## src/hw/rtl/epr_pkg.sv

```systemverilog
// Shared types, constants and helper functions for the effect-region waveform selector.
package epr_pkg;

  localparam int COORD_BITS = 12;
  localparam int WAVE_BITS = 4;
  localparam int THRESH_BITS = 16;
  localparam int FLAG_BITS = 4;
  localparam int RES_BITS = 13;
  localparam int PCT_BITS = 7;
  localparam int AREA_BITS = 2 * (COORD_BITS + 1);
  localparam int DEN_BITS = 2 * RES_BITS;
  localparam int CMP_BITS = DEN_BITS + PCT_BITS;
  localparam int PERCENT_SCALE = 100;

  typedef logic [1:0] cmd_t;
  localparam cmd_t CMD_UPDATE = 2'd0;
  localparam cmd_t CMD_SET = 2'd1;
  localparam cmd_t CMD_RESET = 2'd2;

  localparam int FLAG_ACTIVE = 0;
  localparam int FLAG_ONESHOT = 1;
  localparam int FLAG_CLEAR = 2;
  localparam int FLAG_REGION = 3;

  localparam logic [WAVE_BITS-1:0] WV_GC = 4'd0;
  localparam logic [WAVE_BITS-1:0] WV_AUTO = 4'd7;

  localparam logic [1:0] REG_SCREEN_WIDTH = 2'd0;
  localparam logic [1:0] REG_SCREEN_HEIGHT = 2'd1;
  localparam logic [1:0] REG_GC_PERCENT = 2'd2;

  localparam logic [RES_BITS-1:0] SCREEN_WIDTH_RESET = 13'd800;
  localparam logic [RES_BITS-1:0] SCREEN_HEIGHT_RESET = 13'd600;
  localparam logic [PCT_BITS-1:0] GC_PERCENT_RESET = 7'd0;

  typedef struct packed {
    cmd_t cmd;
    logic [COORD_BITS-1:0] rect_x0;
    logic [COORD_BITS-1:0] rect_y0;
    logic [COORD_BITS-1:0] rect_x1;
    logic [COORD_BITS-1:0] rect_y1;
    logic [WAVE_BITS-1:0] waveform;
    logic [THRESH_BITS-1:0] threshold;
    logic [FLAG_BITS-1:0] region_flags;
    logic [2:0] region_index;
    logic [7:0] region_mask;
  } req_t;

  typedef struct packed {
    logic matched;
    logic [COORD_BITS-1:0] out_x0;
    logic [COORD_BITS-1:0] out_y0;
    logic [COORD_BITS-1:0] out_x1;
    logic [COORD_BITS-1:0] out_y1;
    logic [WAVE_BITS-1:0] out_waveform;
    logic [THRESH_BITS-1:0] out_threshold;
    logic [7:0] active_regions;
  } rsp_t;

  typedef struct packed {
    logic [COORD_BITS-1:0] x0;
    logic [COORD_BITS-1:0] y0;
    logic [COORD_BITS-1:0] x1;
    logic [COORD_BITS-1:0] y1;
  } rect_t;

  typedef struct packed {
    logic [RES_BITS-1:0] screen_width;
    logic [RES_BITS-1:0] screen_height;
    logic [PCT_BITS-1:0] gc_percent;
  } cfg_t;

  typedef struct packed {
    logic load;
    logic table_wr;
    logic scan;
    logic mul1;
    logic mul2;
    logic promote;
    logic finish;
  } ctl_t;

  typedef struct packed {
    cmd_t cmd;
    logic take;
    logic need_pct;
    logic last;
    logic out_free;
  } stat_t;

  // Last pixel index of a screen dimension, saturated to the coordinate range.
  function automatic logic [COORD_BITS-1:0] last_coord(input logic [RES_BITS-1:0] res);
    logic [RES_BITS-1:0] m;
    m = res - 13'd1;
    if (res == '0) begin
      return '0;
    end else if (m > RES_BITS'((1 << COORD_BITS) - 1)) begin
      return '1;
    end else begin
      return m[COORD_BITS-1:0];
    end
  endfunction

  function automatic logic rect_covers(input rect_t a, input rect_t b);
    return b.x0 >= a.x0 && b.x0 <= a.x1 && b.x1 >= a.x0 && b.x1 <= a.x1 &&
           b.y0 >= a.y0 && b.y0 <= a.y1 && b.y1 >= a.y0 && b.y1 <= a.y1;
  endfunction

endpackage

```

## src/hw/rtl/epr_ctrl.sv

```systemverilog
// Control state machine that sequences table writes, region scan and area check.
module epr_ctrl import epr_pkg::*; (
  input  logic  clk,
  input  logic  rst,
  input  logic  req_valid,
  output logic  req_stall,
  input  stat_t stat,
  output ctl_t  ctl
);

  localparam logic [2:0] S_IDLE = 3'd0;
  localparam logic [2:0] S_DISPATCH = 3'd1;
  localparam logic [2:0] S_SCAN = 3'd2;
  localparam logic [2:0] S_MUL1 = 3'd3;
  localparam logic [2:0] S_MUL2 = 3'd4;
  localparam logic [2:0] S_PROMO = 3'd5;
  localparam logic [2:0] S_FINISH = 3'd6;

  logic [2:0] state;
  logic [2:0] state_next;

  assign req_stall = state != S_IDLE;

  always_comb begin
    state_next = state;
    ctl = '0;
    unique case (state)
      S_IDLE: begin
        ctl.load = req_valid;
        if (req_valid) state_next = S_DISPATCH;
      end
      S_DISPATCH: begin
        if (stat.cmd == CMD_UPDATE) begin
          state_next = S_SCAN;
        end else begin
          ctl.table_wr = 1'b1;
          state_next = S_FINISH;
        end
      end
      S_SCAN: begin
        ctl.scan = 1'b1;
        if (stat.take) state_next = S_FINISH;
        else if (stat.need_pct) state_next = S_MUL1;
        else if (stat.last) state_next = S_FINISH;
      end
      S_MUL1: begin
        ctl.mul1 = 1'b1;
        state_next = S_MUL2;
      end
      S_MUL2: begin
        ctl.mul2 = 1'b1;
        state_next = S_PROMO;
      end
      S_PROMO: begin
        ctl.promote = 1'b1;
        state_next = S_FINISH;
      end
      S_FINISH: begin
        ctl.finish = stat.out_free;
        if (stat.out_free) state_next = S_IDLE;
      end
      default: begin
        state_next = S_IDLE;
      end
    endcase
  end

  always_ff @(posedge clk) begin
    if (rst) begin
      state <= S_IDLE;
    end else begin
      state <= state_next;
    end
  end

endmodule

```

## src/hw/rtl/epr_datapath.sv

```systemverilog
// Region table, request registers, area multipliers and the output register.
module epr_datapath import epr_pkg::*; #(
  parameter int REGION_COUNT = 8
) (
  input  logic  clk,
  input  logic  rst,
  input  req_t  req,
  input  cfg_t  cfg,
  input  ctl_t  ctl,
  output stat_t stat,
  output logic  rsp_valid,
  input  logic  rsp_stall,
  output rsp_t  rsp
);

  localparam int IDX_W = (REGION_COUNT > 1) ? $clog2(REGION_COUNT) : 1;
  localparam int MW = (REGION_COUNT > 8) ? REGION_COUNT : 8;

  rect_t rect_tab [REGION_COUNT];
  logic [WAVE_BITS-1:0] wave_tab [REGION_COUNT];
  logic [THRESH_BITS-1:0] thresh_tab [REGION_COUNT];
  logic [FLAG_BITS-1:0] flags [REGION_COUNT];

  cmd_t cmd;
  rect_t p;
  logic [WAVE_BITS-1:0] wv;
  logic [THRESH_BITS-1:0] th;
  logic [FLAG_BITS-1:0] set_flags;
  logic [2:0] set_index;
  logic [MW-1:0] mask;
  logic matched;
  logic [IDX_W-1:0] idx;

  logic signed [AREA_BITS-1:0] area;
  logic [DEN_BITS-1:0] den;
  logic area_neg;
  logic [CMP_BITS-1:0] num;
  logic [CMP_BITS-1:0] lim;

  rect_t e_rect;
  logic [FLAG_BITS-1:0] e_fl;
  logic part, hit_os, hit_act, hit_clr;
  logic signed [COORD_BITS:0] w, h;
  logic pct_en;
  rect_t full;
  logic [MW-1:0] act_ext;
  logic set_ok;

  assign e_rect = rect_tab[idx];
  assign e_fl = flags[idx];
  assign part = (e_fl[FLAG_ACTIVE] | e_fl[FLAG_ONESHOT] | e_fl[FLAG_CLEAR]) &
                rect_covers(e_rect, p);
  assign hit_os = part & e_fl[FLAG_ONESHOT];
  assign hit_act = part & ~e_fl[FLAG_ONESHOT] & e_fl[FLAG_ACTIVE];
  assign hit_clr = part & ~e_fl[FLAG_ONESHOT] & ~e_fl[FLAG_ACTIVE] & e_fl[FLAG_CLEAR] &
                   (e_rect == p);

  assign stat.cmd = cmd;
  assign stat.need_pct = hit_act & (wave_tab[idx] == WV_AUTO);
  assign stat.take = hit_os | (hit_act & (wave_tab[idx] != WV_AUTO)) | hit_clr;
  assign stat.last = idx == IDX_W'(REGION_COUNT - 1);
  assign stat.out_free = ~rsp_valid | ~rsp_stall;

  assign w = signed'({1'b0, p.x1}) - signed'({1'b0, p.x0});
  assign h = signed'({1'b0, p.y1}) - signed'({1'b0, p.y0});
  assign pct_en = cfg.gc_percent != '0 && cfg.screen_width >= 13'd2 &&
                  cfg.screen_height >= 13'd2;
  assign full.x0 = '0;
  assign full.y0 = '0;
  assign full.x1 = last_coord(cfg.screen_width);
  assign full.y1 = last_coord(cfg.screen_height);
  assign set_ok = int'(set_index) < REGION_COUNT;

  for (genvar gi = 0; gi < MW; gi++) begin : g_act
    if (gi < REGION_COUNT) begin : g_on
      assign act_ext[gi] = |flags[gi];
    end else begin : g_off
      assign act_ext[gi] = 1'b0;
    end
  end

  always_ff @(posedge clk) begin
    if (rst) begin
      for (int i = 0; i < REGION_COUNT; i++) begin
        flags[i] <= '0;
      end
    end else if (ctl.table_wr) begin
      for (int i = 0; i < REGION_COUNT; i++) begin
        if (cmd == CMD_SET && set_ok && int'(set_index) == i) begin
          flags[i] <= set_flags;
        end else if (cmd == CMD_RESET && mask[i]) begin
          flags[i] <= '0;
        end
      end
    end else if (ctl.scan && (hit_os || hit_clr)) begin
      flags[idx] <= '0;
    end
  end

  always_ff @(posedge clk) begin
    if (ctl.table_wr && cmd == CMD_SET && set_ok && set_flags != '0) begin
      for (int i = 0; i < REGION_COUNT; i++) begin
        if (int'(set_index) == i) begin
          rect_tab[i] <= p;
          wave_tab[i] <= wv;
          thresh_tab[i] <= th;
        end
      end
    end
  end

  always_ff @(posedge clk) begin
    if (ctl.load) begin
      cmd <= req.cmd;
      p <= '{x0: req.rect_x0, y0: req.rect_y0, x1: req.rect_x1, y1: req.rect_y1};
      wv <= req.waveform;
      th <= req.threshold;
      set_flags <= req.region_flags;
      set_index <= req.region_index;
      mask <= MW'(req.region_mask);
      matched <= 1'b0;
      idx <= '0;
    end else if (ctl.scan) begin
      if (hit_os) begin
        wv <= wave_tab[idx];
        th <= thresh_tab[idx];
        if (e_fl[FLAG_REGION]) p <= e_rect;
        matched <= 1'b1;
      end else if (hit_act) begin
        wv <= wave_tab[idx];
        th <= thresh_tab[idx];
        if (e_fl[FLAG_REGION] && wave_tab[idx] != WV_AUTO) p <= e_rect;
        matched <= 1'b1;
      end else if (hit_clr) begin
        wv <= WV_GC;
        th <= thresh_tab[idx];
        p <= full;
        matched <= 1'b1;
      end else if (!stat.last) begin
        idx <= idx + 1'b1;
      end
    end else if (ctl.promote) begin
      if (pct_en && !area_neg && num >= lim) begin
        wv <= WV_GC;
        th <= '0;
        p <= full;
      end
    end
  end

  always_ff @(posedge clk) begin
    if (ctl.mul1) begin
      area <= AREA_BITS'(w) * AREA_BITS'(h);
      den <= DEN_BITS'(cfg.screen_width - 13'd1) * DEN_BITS'(cfg.screen_height - 13'd1);
    end
    if (ctl.mul2) begin
      area_neg <= area[AREA_BITS-1];
      num <= CMP_BITS'(area[AREA_BITS-2:0]) * CMP_BITS'(PERCENT_SCALE);
      lim <= CMP_BITS'(den) * CMP_BITS'(cfg.gc_percent);
    end
  end

  always_ff @(posedge clk) begin
    if (rst) begin
      rsp_valid <= 1'b0;
    end else if (ctl.finish) begin
      rsp_valid <= 1'b1;
    end else if (!rsp_stall) begin
      rsp_valid <= 1'b0;
    end
  end

  always_ff @(posedge clk) begin
    if (ctl.finish) begin
      rsp.active_regions <= act_ext[7:0];
      if (cmd == CMD_UPDATE) begin
        rsp.matched <= matched;
        rsp.out_x0 <= p.x0;
        rsp.out_y0 <= p.y0;
        rsp.out_x1 <= p.x1;
        rsp.out_y1 <= p.y1;
        rsp.out_waveform <= wv;
        rsp.out_threshold <= th;
      end else begin
        rsp.matched <= 1'b0;
        rsp.out_x0 <= '0;
        rsp.out_y0 <= '0;
        rsp.out_x1 <= '0;
        rsp.out_y1 <= '0;
        rsp.out_waveform <= '0;
        rsp.out_threshold <= '0;
      end
    end
  end

endmodule

```

## src/hw/rtl/epaper_region_waveform_select.sv

```systemverilog
// Top level of the effect-region waveform selector with its configuration registers.
//
// Each item is a set, reset or update command and produces one result item;
// other codes also give one and leave the table alone. Set and reset write
// the table in the dispatch state. An update scans the region table one
// entry per cycle in index order and stops at the first matching entry (up
// to REGION_COUNT entries); an active AUTO match adds the two-step area
// multiply and compare. One item is in work at a time; the output register
// lets the next item be accepted while a result waits.
module epaper_region_waveform_select import epr_pkg::*; #(
  parameter int REGION_COUNT = 8
) (
  input  logic        clk,
  input  logic        rst,
  input  logic        req_valid,
  output logic        req_stall,
  input  req_t        req,
  output logic        rsp_valid,
  input  logic        rsp_stall,
  output rsp_t        rsp,
  input  logic        psel,
  input  logic        penable,
  input  logic        pwrite,
  input  logic [3:0]  paddr,
  input  logic [31:0] pwdata,
  output logic [31:0] prdata,
  output logic        pready
);

  cfg_t cfg;
  ctl_t ctl;
  stat_t stat;
  logic [1:0] reg_index;

  assign pready = 1'b1;
  assign reg_index = paddr[3:2];

  always_ff @(posedge clk) begin
    if (rst) begin
      cfg.screen_width <= SCREEN_WIDTH_RESET;
      cfg.screen_height <= SCREEN_HEIGHT_RESET;
      cfg.gc_percent <= GC_PERCENT_RESET;
    end else if (psel && penable && pwrite && pready) begin
      unique case (reg_index)
        REG_SCREEN_WIDTH: cfg.screen_width <= pwdata[RES_BITS-1:0];
        REG_SCREEN_HEIGHT: cfg.screen_height <= pwdata[RES_BITS-1:0];
        REG_GC_PERCENT: cfg.gc_percent <= pwdata[PCT_BITS-1:0];
        default: begin
        end
      endcase
    end
  end

  always_comb begin
    unique case (reg_index)
      REG_SCREEN_WIDTH: prdata = 32'(cfg.screen_width);
      REG_SCREEN_HEIGHT: prdata = 32'(cfg.screen_height);
      REG_GC_PERCENT: prdata = 32'(cfg.gc_percent);
      default: prdata = '0;
    endcase
  end

  epr_ctrl u_ctrl (
    .clk       (clk),
    .rst       (rst),
    .req_valid (req_valid),
    .req_stall (req_stall),
    .stat      (stat),
    .ctl       (ctl)
  );

  epr_datapath #(
    .REGION_COUNT (REGION_COUNT)
  ) u_datapath (
    .clk       (clk),
    .rst       (rst),
    .req       (req),
    .cfg       (cfg),
    .ctl       (ctl),
    .stat      (stat),
    .rsp_valid (rsp_valid),
    .rsp_stall (rsp_stall),
    .rsp       (rsp)
  );

endmodule

```

## config.mk

```make
export PLATFORM = sky130hd
export DESIGN_NAME = epaper_region_waveform_select
export DESIGN_NICKNAME = d
export VERILOG_FILES = /design/src/hw/rtl/epr_pkg.sv /design/src/hw/rtl/epr_ctrl.sv /design/src/hw/rtl/epr_datapath.sv /design/src/hw/rtl/epaper_region_waveform_select.sv
export SDC_FILE = /design/constraint.sdc
export NUM_CORES = 2
export LEC_CHECK = 0
export BUFFER_PORTS_ARGS = -buffer_cell sky130_fd_sc_hd__buf_2
export CAP_MARGIN = 20
export CORE_MARGIN = 4
export CORE_UTILIZATION = 50
export DETAILED_ROUTE_END_ITERATION = 16
export GPL_TIMING_DRIVEN = 0
export PLACE_DENSITY_LB_ADDON = 0.1
export SLEW_MARGIN = 20
export SYNTH_ARGS = -nofsm -noshare
export SYNTH_HDL_FRONTEND = slang
export SYNTH_SLANG_ARGS = --single-unit
```

## constraint.sdc

```tcl
create_clock -name clk -period 9.3 [get_ports clk]
set_input_delay 1.395 -clock clk [delete_from_list [all_inputs] [get_ports clk]]
set_output_delay 1.395 -clock clk [all_outputs]
set_load 0.01 [all_outputs]
```

==> impl_summary.md <==
STA
The slew at the pin closest to its max-slew limit is 1.19 ns. For this run, the top clock speed supported by timing is 111 MHz. The worst clock skew on the final layout is 0.0475 ns.

Setup total negative slack on the finished layout was measured at 0 ns. The total count of hold-check failures in the final report came to 0. In the finished design, the share of the clock period the worst path needs comes to 97.2%.

The final count of pins violating max slew is 0. Across all setup checks in the final design, the least slack found is between 0.2 and 0.3 ns. The worst slew margin relative to its limit is about 20%. The final setup violation count is 0.

Counting I/O delays and the setup requirement, the final critical path takes 9.04 ns.

Place
After legalization and detailed placement, the total HPWL measured about 130000 um. Once placement finished, the instance area stood at 0.0653 mm2. Timing analysis after detailed placement gives a worst setup slack of -0.603 ns. The congestion estimate from routability-driven global placement came to around 0.94.

The count of buffers added on input and output ports is 195.

Clock tree
After clock tree synthesis, the flow added hold-fix buffers numbering 0. In this run the number of H-tree levels came out at 3. The CTS sink count is 898. The clock-pin slew on the worst setup and hold paths is 0.06 ns. The CTS tree is done.

The maximum count of clock buffers along a single path is 3. The number of buffers inserted during clock tree synthesis is 95. The insertion delay to the later sink of the worst-skew pair is 0.71 ns. The clock root buffer master is sky130_fd_sc_hd__clkbuf_16.

Worst setup path
Setup slack on the worst reg-to-reg path comes out at 0.26 ns. The largest single stage delay on the critical path is 0.56 ns. On the critical path, the stage with the largest delay is an instance of sky130_fd_sc_hd__fa_1. The type of origin of the critical path is a register. The worst setup path is captured at a register.

The critical setup path kind is register to register. Data on the critical path arrives at its endpoint at 9.41 ns. The critical path data required time is a little under 10 ns.

The number of cells on the worst reg-to-reg path is 30. The maximum fanout along the worst path is 6. The critical register-to-register path endpoint is u_datapath.area[24]. The startpoint of the most critical register-to-register path is u_datapath.p[38].

Synthesis
The number of enable-type register cells in the synthesized netlist is 822. Synthesis produced 5005 cells. Yosys attributes the largest share of cell area to sky130_fd_sc_hd__edfxtp_1, sky130_fd_sc_hd__fa_1, sky130_fd_sc_hd__ha_1. The average footprint of a synthesized cell is about 12 um2. For this run, asynchronously set or reset flops after synthesis account for 0%.

Sequential cells were found to cover 42.9% of the synthesized design area. The leading area contributor after synthesis is sky130_fd_sc_hd__edfxtp_1. The flop and latch count out of synthesis is 898.

In the synthesized netlist the dominant register cell turns out to be sky130_fd_sc_hd__edfxtp_1. Summing every instance area after synthesis gives 0.0611 mm2. The area share of the leading cell type in the synthesized netlist is 40.4%.

During synthesis, Yosys emitted a total of 0 warnings. The distinct cell type count after synthesis is 85.

Route
The number of nets with antenna violations after routing is 0. The first detailed-routing pass took 6 iterations. For this block, the routed nets add up to 167000 um of wire. The via count is 40000. After detailed routing, the average wire length per cell comes to between 20 and 25 um. For this run, design rule violations remaining after detail routing come to 0.

The ratio of routed vias to standard cells is 5.64. For this block, the initial DRC count from the detailed router was 3647.

Finish
The number of antenna cells inserted is 0. Cells with a size suffix above 1 make up about an eighth of the layout. The area added between synthesis and finish is 13.0%. The final design area excluding fillers is around 0.07 mm2.

After the last flow step, the layout net total stands at 6517.

Floorplanning
The floorplan has approximately 130 rows. The overall die area is 0.128 mm2. The I/O pin count is 240. In this run the horizontal extent of the chip is 358 um.

From bottom edge to top edge, the die measures 358 um. For this configuration, the core starts out at a cell density of 50.7%. The total area inside the core boundary comes to 0.121 mm2.

Global routing
The maximum number of pins on one net before global-route repair is 41. The number of global-route vias before repair is 40000. The total global-route track usage is 26.4%. The total overflow left after global routing is 0. The number of antenna violations at the first check in global routing is 2. The first global-routing pass estimated 251000 um of wire.

Worst hold path
The worst hold path terminates at u_datapath.area_neg. Counting instances, the worst hold path has a depth of 0. The tightest min-delay check is of the register to register type.

The worst hold path begins at u_datapath.area[25].

Status
The flow ran to the end, and the final reports show no timing, DRC or antenna violations.

Job
The count of maximum capacitance violations is 0.
cell usage in the layout, fill, tap and decap left out, types with 18 or more instances in the layout:
master,count
sky130_fd_sc_hd__mux4_2,144
sky130_fd_sc_hd__xnor2_1,121
sky130_fd_sc_hd__ha_1,456
sky130_fd_sc_hd__inv_1,749
sky130_fd_sc_hd__conb_1,20
sky130_fd_sc_hd__mux2i_1,90
sky130_fd_sc_hd__nand3_1,28
sky130_fd_sc_hd__nor2_1,347
sky130_fd_sc_hd__clkinv_2,18
sky130_fd_sc_hd__o211ai_1,18
sky130_fd_sc_hd__buf_2,207
sky130_fd_sc_hd__clkbuf_1,132
sky130_fd_sc_hd__and2_1,116
sky130_fd_sc_hd__nand2b_1,56
sky130_fd_sc_hd__a22oi_1,21
sky130_fd_sc_hd__a21o_1,73
sky130_fd_sc_hd__xor2_1,41
sky130_fd_sc_hd__nor2b_1,24
sky130_fd_sc_hd__dfxtp_1,76
sky130_fd_sc_hd__clkbuf_16,95
sky130_fd_sc_hd__edfxtp_1,822
sky130_fd_sc_hd__fa_1,527
sky130_fd_sc_hd__o21ai_0,102
sky130_fd_sc_hd__buf_4,72
sky130_fd_sc_hd__a21oi_1,148
sky130_fd_sc_hd__nand4_1,26
sky130_fd_sc_hd__nor3_1,68
sky130_fd_sc_hd__nand2_1,442
sky130_fd_sc_hd__o21a_1,24
flip-flops by register name, summed over array words and instances, names as in the netlist, 2 cells and up, named ones only:
name,cells
u_datapath.thresh_tab,128
u_datapath.mask,8
u_datapath.rsp,77
u_datapath.area,26
cfg,33
u_datapath.cmd,2
u_datapath.lim,33
u_datapath.th,16
u_datapath.wv,4
u_datapath.num,30
u_datapath.set_flags,4
u_datapath.idx,3
u_datapath.rect_tab,384
u_datapath.flags,32
u_datapath.set_index,3
u_datapath.wave_tab,32
u_datapath.den,26
u_datapath.p,48
u_ctrl.state,3
cells in the mapped netlist (all sizes together) (8+ instances only):
cell type    n
and3        11
o21bai      11
xor2        51
nand2b      56
nand3       28
mux4       144
clkbuf     127
a21boi       8
a221o       15
a21o        74
a31oi       10
a22oi       21
nor4b       10
nor2b       25
a211oi      18
a21oi      151
nor2       357
mux2i       90
nand2      443
nand3b      11
fa         528
ha         456
or2         18
or3         17
and2       117
nand4       26
o21a        24
nor4        16
nor3        71
o21ai      109
o22ai        8
xnor2      138
edfxtp     822
o211ai      18
or4         15
inv        753
o31ai        9
buf         52
dfxtp       76
kinds of logic after synthesis:
kind of cell / after synthesis / share of synthesized area [%]
AND/OR/NAND/NOR: 1240 / 9.44
adder cells (fa/ha/maj): 985 / 26.7
buffers and inverters: 933 / 5.92
flip-flops: 898 / 42.9
AO/OA/AOI/OAI: 518 / 5.48
multiplexers: 240 / 6.89
XOR/XNOR: 189 / 2.71
other: 2 / 0.0123
worst max-delay path: cells and delay by family (launching register included):
| family | cells | cell delay [ns] |
|---|---|---|
| simple gates | 4 | 0.99 |
| compound gates | 11 | 2.72 |
| buf+inv | 5 | 0.36 |
| xor+xnor | 2 | 0.69 |
| fa+ha+maj | 8 | 3.41 |
| flops | 1 | 0.53 |
final cells by class:
type | instances | area [um2]
clock inverters | 64 | 712
flip-flops and latches | 898 | 26200
plain buffers | 179 | 816
repair buffers | 285 | 2180
inverters | 754 | 2830
clock buffers | 113 | 2470
multi-input cells | 3192 | 31800
fillers | 10100 | 51600
well taps | 1612 | 2020
what timing repair did:
action,CTS,global route
gates resized for setup,20,48
setup endpoints to repair,6,11
pin swaps,1,4
setup buffers,7,19
endpoints found under the hold margin,0,0
metrics by stage:
| step | std cells | hold slack (ns) | util [%] |
|---|---|---|---|
| 2_1_floorplan | 5023 | 0.400 | - |
| 3_3_place_gp | 6830 | 0.487 | 53.2 |
| 3_5_place_dp | 6894 | 0.479 | 54.1 |
| 4_1_cts | 7078 | 0.455 | 56.9 |
| 5_1_grt | 7097 | 0.448 | 57.2 |
| 6_report | 7097 | 0.458 | 57.2 |
layer usage:
layer  part of all wire (%)  wire [um]  track usage (%)
met1                     45      74300             39.6
met2                     44      74000             39.6
met3                    8.4      14100             5.40
met4                    2.5       4190             6.54
met5                   0.11        187             1.06
how the worst max path moves through the flow:
stage | from | endpoint | slack (ns) | cells past startpoint
floorplan | cfg[22] | u_datapath.den[25] | 1.13 | 32
global placement | u_ctrl.state[0] | u_datapath.rect_tab[0][21] | -3.78 | 5
detailed placement | cfg[7] | u_datapath.den[25] | -0.60 | 31
CTS | cfg[23] | u_datapath.den[25] | -0.02 | 27
global route | u_datapath.p[24] | u_datapath.area[24] | -0.02 | 31
finish | u_datapath.p[38] | u_datapath.area[24] | 0.26 | 30
Power is not shown: default switching activity piles up to over one toggle a cycle in this logic, so the estimate is an artifact.
